$ cat config.mk
export PLATFORM = sky130hd
export DESIGN_NAME = pfr_ctrl
export DESIGN_NICKNAME = d
export VERILOG_FILES = /design/src/rtl/polyphase_fir_resampler_core_defines.svh /design/src/rtl/pfr_pkg.sv /design/src/rtl/pfr_ctrl.sv
export SDC_FILE = /design/constraint.sdc
export NUM_CORES = 1
export LEC_CHECK = 0
export BUFFER_PORTS_ARGS = -buffer_cell sky130_fd_sc_hd__buf_2
export CORE_AREA = 8 8 45 47
export CTS_BUF_LIST = sky130_fd_sc_hd__clkbuf_4
export CTS_CLUSTER_DIAMETER = 200
export DETAILED_ROUTE_END_ITERATION = 10
export DIE_AREA = 0 0 53 55
export GPL_TIMING_DRIVEN = 0
export SLEW_MARGIN = 30
export SYNTH_ARGS = -nofsm -noshare
export SYNTH_HDL_FRONTEND = slang
export SYNTH_SLANG_ARGS = --single-unit
$ cat constraint.sdc
create_clock -name clk -period 2.7 [get_ports clk]
set_clock_uncertainty 0.15 [all_clocks]
set_input_delay 0.135 -clock clk [delete_from_list [all_inputs] [get_ports clk]]
set_output_delay 0.135 -clock clk [all_outputs]
set_load 0.05 [all_outputs]
$ cat src/rtl/polyphase_fir_resampler_core_defines.svh
// Assertion macros shared by the resampler RTL.
`ifndef POLYPHASE_FIR_RESAMPLER_CORE_DEFINES_SVH
`define POLYPHASE_FIR_RESAMPLER_CORE_DEFINES_SVH
`ifndef SYNTHESIS
// Same-cycle implication.
`define PFR_ASSERT_IMPL(lbl, clk_i, rstn_i, pre, post) \
	lbl: assert property (@(posedge clk_i) disable iff (!rstn_i) (pre) |-> (post)) \
		else $error("pfr assertion failed");
// Next-cycle implication.
`define PFR_ASSERT_NEXT(lbl, clk_i, rstn_i, pre, post) \
	lbl: assert property (@(posedge clk_i) disable iff (!rstn_i) (pre) |=> (post)) \
		else $error("pfr assertion failed");
`else
`define PFR_ASSERT_IMPL(lbl, clk_i, rstn_i, pre, post)
`define PFR_ASSERT_NEXT(lbl, clk_i, rstn_i, pre, post)
`endif
`endif

$ cat src/rtl/pfr_pkg.sv
// Shared constants, codes and controller/datapath types of the resampler.
package pfr_pkg;

	localparam int HISTORY_DEPTH  = 512;
	localparam int TAPS_PER_DECIM = 31;
	localparam int MAX_INTERP     = 16;
	localparam int SAMPLE_WIDTH   = 16;
	localparam int COEF_WIDTH     = 18;
	localparam int MAX_DECIM      = 16;
	localparam int COEF_DEPTH     = 512;
	localparam int COEF_AW        = 9;
	localparam int FACTOR_W       = 5;
	localparam int PHASE_W        = 6;
	localparam int CFG_IDX_W      = 1;

	typedef enum logic [CFG_IDX_W-1:0] {
		REG_INTERP = 1'b0,
		REG_DECIM  = 1'b1
	} cfg_reg_t;

	typedef enum logic {
		KIND_COEF   = 1'b0,
		KIND_SAMPLE = 1'b1
	} kind_t;

	typedef enum logic [2:0] {
		ST_IDLE,
		ST_CHECK,
		ST_TAPS,
		ST_DRAIN,
		ST_SCALE,
		ST_EMIT
	} ctrl_state_t;

	// Commands from the controller to the datapath.
	typedef struct packed {
		logic coef_wr;
		logic hist_wr;
		logic start_out;
		logic issue_tap;
		logic scale;
		logic emit;
		logic finish;
	} dp_cmd_t;

	// Status from the datapath to the controller.
	typedef struct packed {
		logic phase_below_l;
		logic tap_in_range;
		logic tap_last;
		logic pipe_busy;
		logic out_free;
	} dp_sts_t;

endpackage

$ cat src/rtl/pfr_ctrl.sv
// Controller state machine that sequences one input item through the datapath.
module pfr_ctrl (
	input  logic             clk,
	input  logic             arst_n,
	input  logic             accept,
	input  logic             kind,
	input  pfr_pkg::dp_sts_t sts,
	output pfr_pkg::dp_cmd_t cmd,
	output logic             in_ready
);

	pfr_pkg::ctrl_state_t state_q;
	pfr_pkg::ctrl_state_t state_next;

	// State register.
	always_ff @(posedge clk or negedge arst_n) begin
		if (!arst_n) begin
			state_q <= pfr_pkg::ST_IDLE;
		end else begin
			state_q <= state_next;
		end
	end

	// Next-state logic.
	always_comb begin
		state_next = state_q;
		case (state_q)
			pfr_pkg::ST_IDLE: begin
				if (accept && kind == pfr_pkg::KIND_SAMPLE) begin
					state_next = pfr_pkg::ST_CHECK;
				end
			end
			pfr_pkg::ST_CHECK: begin
				state_next = sts.phase_below_l ? pfr_pkg::ST_TAPS : pfr_pkg::ST_IDLE;
			end
			pfr_pkg::ST_TAPS: begin
				if (!sts.tap_in_range || sts.tap_last) begin
					state_next = pfr_pkg::ST_DRAIN;
				end
			end
			pfr_pkg::ST_DRAIN: begin
				if (!sts.pipe_busy) begin
					state_next = pfr_pkg::ST_SCALE;
				end
			end
			pfr_pkg::ST_SCALE: begin
				state_next = pfr_pkg::ST_EMIT;
			end
			pfr_pkg::ST_EMIT: begin
				if (sts.out_free) begin
					state_next = pfr_pkg::ST_CHECK;
				end
			end
			default: begin
				state_next = pfr_pkg::ST_IDLE;
			end
		endcase
	end

	// Command outputs.
	always_comb begin
		cmd      = '0;
		in_ready = 1'b0;
		case (state_q)
			pfr_pkg::ST_IDLE: begin
				in_ready    = 1'b1;
				cmd.coef_wr = accept && kind == pfr_pkg::KIND_COEF;
				cmd.hist_wr = accept && kind == pfr_pkg::KIND_SAMPLE;
			end
			pfr_pkg::ST_CHECK: begin
				cmd.start_out = sts.phase_below_l;
				cmd.finish    = !sts.phase_below_l;
			end
			pfr_pkg::ST_TAPS: begin
				cmd.issue_tap = sts.tap_in_range;
			end
			pfr_pkg::ST_DRAIN: begin
				cmd = '0;
			end
			pfr_pkg::ST_SCALE: begin
				cmd.scale = 1'b1;
			end
			pfr_pkg::ST_EMIT: begin
				cmd.emit = sts.out_free;
			end
			default: begin
				cmd = '0;
			end
		endcase
	end

endmodule

* Word level (Yosys, flattened, before mapping)
Cells that the tools add are included.
** Word-level totals
- Register bits after elaboration :: 3
- Input port bits :: 9
- Output and inout port bits :: 8
- Logic and storage cells :: 31
** Cells by class
- Equal/unequal tests :: 9
- Multiplexer cells :: 13
- Bitwise logic cells :: 1
- Reduce and logical (&&, ||, !) cells :: 7
** Operators by type and width (number)
- case mux 3 bit (6 select lines) :: 1
- two-way mux 3 bit :: 4
- != test 2 bit (second input constant) :: 4
- equality test 3 x 2 -> 1 bit (second input constant) :: 2
- equality test 3 bit (second input constant) :: 2
- two-way mux 1 bit :: 6
- two-way mux 2 bit :: 2
- AND reduction 4 bit :: 1
- equality test 3 x 1 -> 1 bit (second input constant) :: 1
- logical NOT 3 bit :: 1
- logical AND 1 bit :: 2
- logical NOT 1 bit :: 2
- logical OR 1 bit :: 1
- inverter 1 bit :: 1

* Longest topological paths before layout
- Word-level depth :: 4
- Gate-level depth with buffers :: 3
- Mapped depth without buffers :: 3

* Worst setup path before layout
Ideal clock, no wire load.
- Kind :: register to output
- Start point :: register state_q[0]
- End point :: output cmd[0] in the netlist's numbering
- Arrival time :: 2.036 ns
- Required time :: 2.415 ns
- Path slack :: 0.379 ns
- Cell stages (with the launch flop) :: 3
- Buffers on the path :: 0
- Cells stage by stage :: dfrtp_1 inv_1 nor4_1
** RTL lines
- start, declared :: RTL line pfr_ctrl.sv:12 : pfr_pkg::ctrl_state_t state_q;
- start signal, assigned :: RTL line pfr_ctrl.sv:18 : state_q <= pfr_pkg::ST_IDLE;
- start signal, assigned :: RTL line pfr_ctrl.sv:20 : state_q <= state_next;
- end, declared :: RTL line pfr_ctrl.sv:8 : output pfr_pkg::dp_cmd_t cmd,

==> flow_summary.json <==
{
  "clk_pin_slew_worst_paths_ps": 40,
  "grt_first_pass_wirelength_um": 1170,
  "start_util": 0.156,
  "dp_hpwl_um": 540,
  "cp_data_arrival_time_ps": 1410,
  "die_w_um": 53,
  "r2r-start": "state_q[2]",
  "crit_type": "flip-flop to output port",
  "critPathCapture": "cmd[5]",
  "largest_reg_flops": 3,
  "first_pass_iters": 3,
  "dr_total_vias": 258,
  "avgSynthCellArea_um2": 8.66,
  "timing.final.crit_share": 0.630,
  "reg_top3": "state_q: 3 flops",
  "first_global_vias": 301,
  "synth_warnings": 0,
  "drtIter0Drc": 3,
  "setup_tns_ps": 0,
  "final_nets": 56,
  "grt_setup_unrepaired": "no",
  "cp-end-kind": "output port",
  "synthDistinctLibCells": 17,
  "worst_pin_slew_ps": 295,
  "cts_resized": 0,
  "num_io_pins": 17,
  "period_minus_slack_ps": 1700,
  "post-route-drc-count": 0,
  "post_synth_instance_area_um2": 216,
  "dpl.cell_count": 57,
  "ff2ff_path_depth": 3,
  "synth_cells": 25,
  "yosysSeqAreaShare": 0.347,
  "ff2ff_setup_slack_ps": 1520,
  "clockRootBuffer": "clkbuf_4",
  "n_fill_cell": 164,
  "ff_latch_area_um2": 75.1,
  "synth_top_area_cell": "dfrtp_1",
  "vias_per_cell": 4.16,
  "clkLatencyLatePin_ps": 240,
  "post_cts_buffers": 0,
  "layoutNonFillerInstCount": 62,
  "drive_above_1_share": 0.500,
  "reg2reg_to": "state_q[0]",
  "placementRows": 14,
  "cp-startpoint": "state_q[1]",
  "regMostFlops": "state_q",
  "hold_violations": 0,
  "cts-htree-levels": 1,
  "port_buffers": 16,
  "grt_max_degree": 10,
  "critPathLaunchType": "flip-flop",
  "fp.coreArea_um2": 1380,
  "min_path_type": "input pin to flip-flop",
  "report.final.slew_viol_count": 0,
  "cts_tree": "done",
  "max_freq_mhz": 588,
  "wirelength_um": 686,
  "power_density_nw_per_um2": 1320,
  "ys_seq_elements": 3,
  "status": "finished clean",
  "multi_input_area_um2": 138,
  "irDropWorstVdd_v": 0.000577,
  "cp_max_fo": 8,
  "max_cap_violations": 0,
  "cts.sinks": 3,
  "finalSetupViolCount": 0,
  "grt_use_total": 0.0575,
  "ys_async_sr_fraction": 1.00,
  "synthFlopType": "dfrtp_1",
  "die_area_um2": 2920,
  "die_height_um": 55,
  "synthesis.nets": 34,
  "yosysTopAreaCellShare": 0.347,
  "antenna_cells": 0,
  "critPathRequiredTime_ps": 2410,
  "clockBufferDepth": 2,
  "maxSlewHeadroom": 0.803,
  "synth_common_cells": "dfrtp_1, nor3b_1",
  "final_antenna_net_count": 0,
  "wl_per_cell_um": 11.1,
  "grt_remaining_overflow": 0,
  "antenna_found_initial": 0,
  "gp_congestion": 0.709,
  "leakage_nw": 0.188,
  "synth_edf_count": 0,
  "syn_to_final_growth_pct": 64.7,
  "synth_area_leaders": "dfrtp_1, nor3b_1, and3_1, nand2b_1, nor3_2",
  "numCtsBuffers": 3
}
==> area by class of cell <==
| class | instances | share of cell area |
|---|---|---|
| clock buffers | 4 | 0.0842 |
| inverters | 1 | 0.0105 |
| multi-input cells | 21 | 0.386 |
| flip-flops and latches | 3 | 0.211 |
| well taps | 16 | 0.0561 |
| repair buffers | 17 | 0.253 |
==> critical path, cell delays in order (launching register included) <==
cell	delay (ps)
dfrtp_1	470
nor3_2	260
and3_1	180
buf_2	260
==> how the worst min path moves through the flow <==
stage / start / to / slack, ps / cells past startpoint
2_1_floorplan: arst_n / state_q[0] / -310 / 0
6_report: sts[2] / state_q[0] / 20 / 3
3_5_place_dp: arst_n / state_q[0] / -220 / 1
3_3_place_gp: arst_n / state_q[0] / -220 / 1
5_1_grt: sts[4] / state_q[1] / 70 / 3
4_1_cts: sts[2] / state_q[0] / 20 / 3
==> power breakdown <==
part	switching [mW]	internal (mW)	leakage (nW)
registers	0.0456	0.0657	0.0386
logic	0.184	0.0837	0.131
clock network	0.0248	0.0655	0.0184
==> repair_timing <==
action                                  CTS  global route
endpoints found under the setup margin    0             0
hold buffers                              1             0
endpoints found under the hold margin     3             0
==> kinds of logic after synthesis <==
logic type	share of synthesized area
AND/OR/NAND/NOR	0.520
AO/OA/AOI/OAI	0.116
flip-flops	0.347
buffers and inverters	0.0173
==> routing by layer <==
| layer | vias up | track usage | share of wire |
|---|---|---|---|
| met5 | - | 0 | 0 |
| met4 | 0 | 0.0776 | 0.025 |
| met3 | 2 | 0.0321 | 0.11 |
| met2 | 12 | 0.0762 | 0.45 |
| met1 | 110 | 0.0550 | 0.41 |
| li1 | 134 | - | - |
==> per-stage QoR <==
stage	power, mW	instance area [um^2]	hold WS [ps]	util	setup WS [ps]
floorplan	0.318	216	-311	-	379
global placement	0.380	317	-221	0.229	1260
detailed placement	0.379	317	-219	0.229	1270
CTS	0.475	357	18.3	0.258	1000
global route	0.505	357	68.3	0.258	925
finish	0.469	357	20.9	0.258	1000
==> layout by cell type, fill, tap and decap left out <==
master | synthesis | final
a31oi_1 | 1 | 1
nand2_1 | 2 | 2
o22ai_1 | 1 | 1
dfrtp_1 | 3 | 3
nor3_2 | 1 | 1
nor3b_1 | 3 | 3
nand2b_1 | 2 | 2
inv_1 | 1 | 1
nor4_1 | 1 | 1
nand3b_1 | 1 | 1
clkbuf_4 | 0 | 4
nor2_1 | 2 | 2
o21ai_1 | 1 | 1
buf_2 | 0 | 16
nand2b_2 | 1 | 1
and3_1 | 2 | 2
nor2b_2 | 1 | 1
and3b_1 | 1 | 1
a22oi_1 | 1 | 1
dlygate4sd3_1 | 0 | 1
Power figures use the tool's default switching activity.
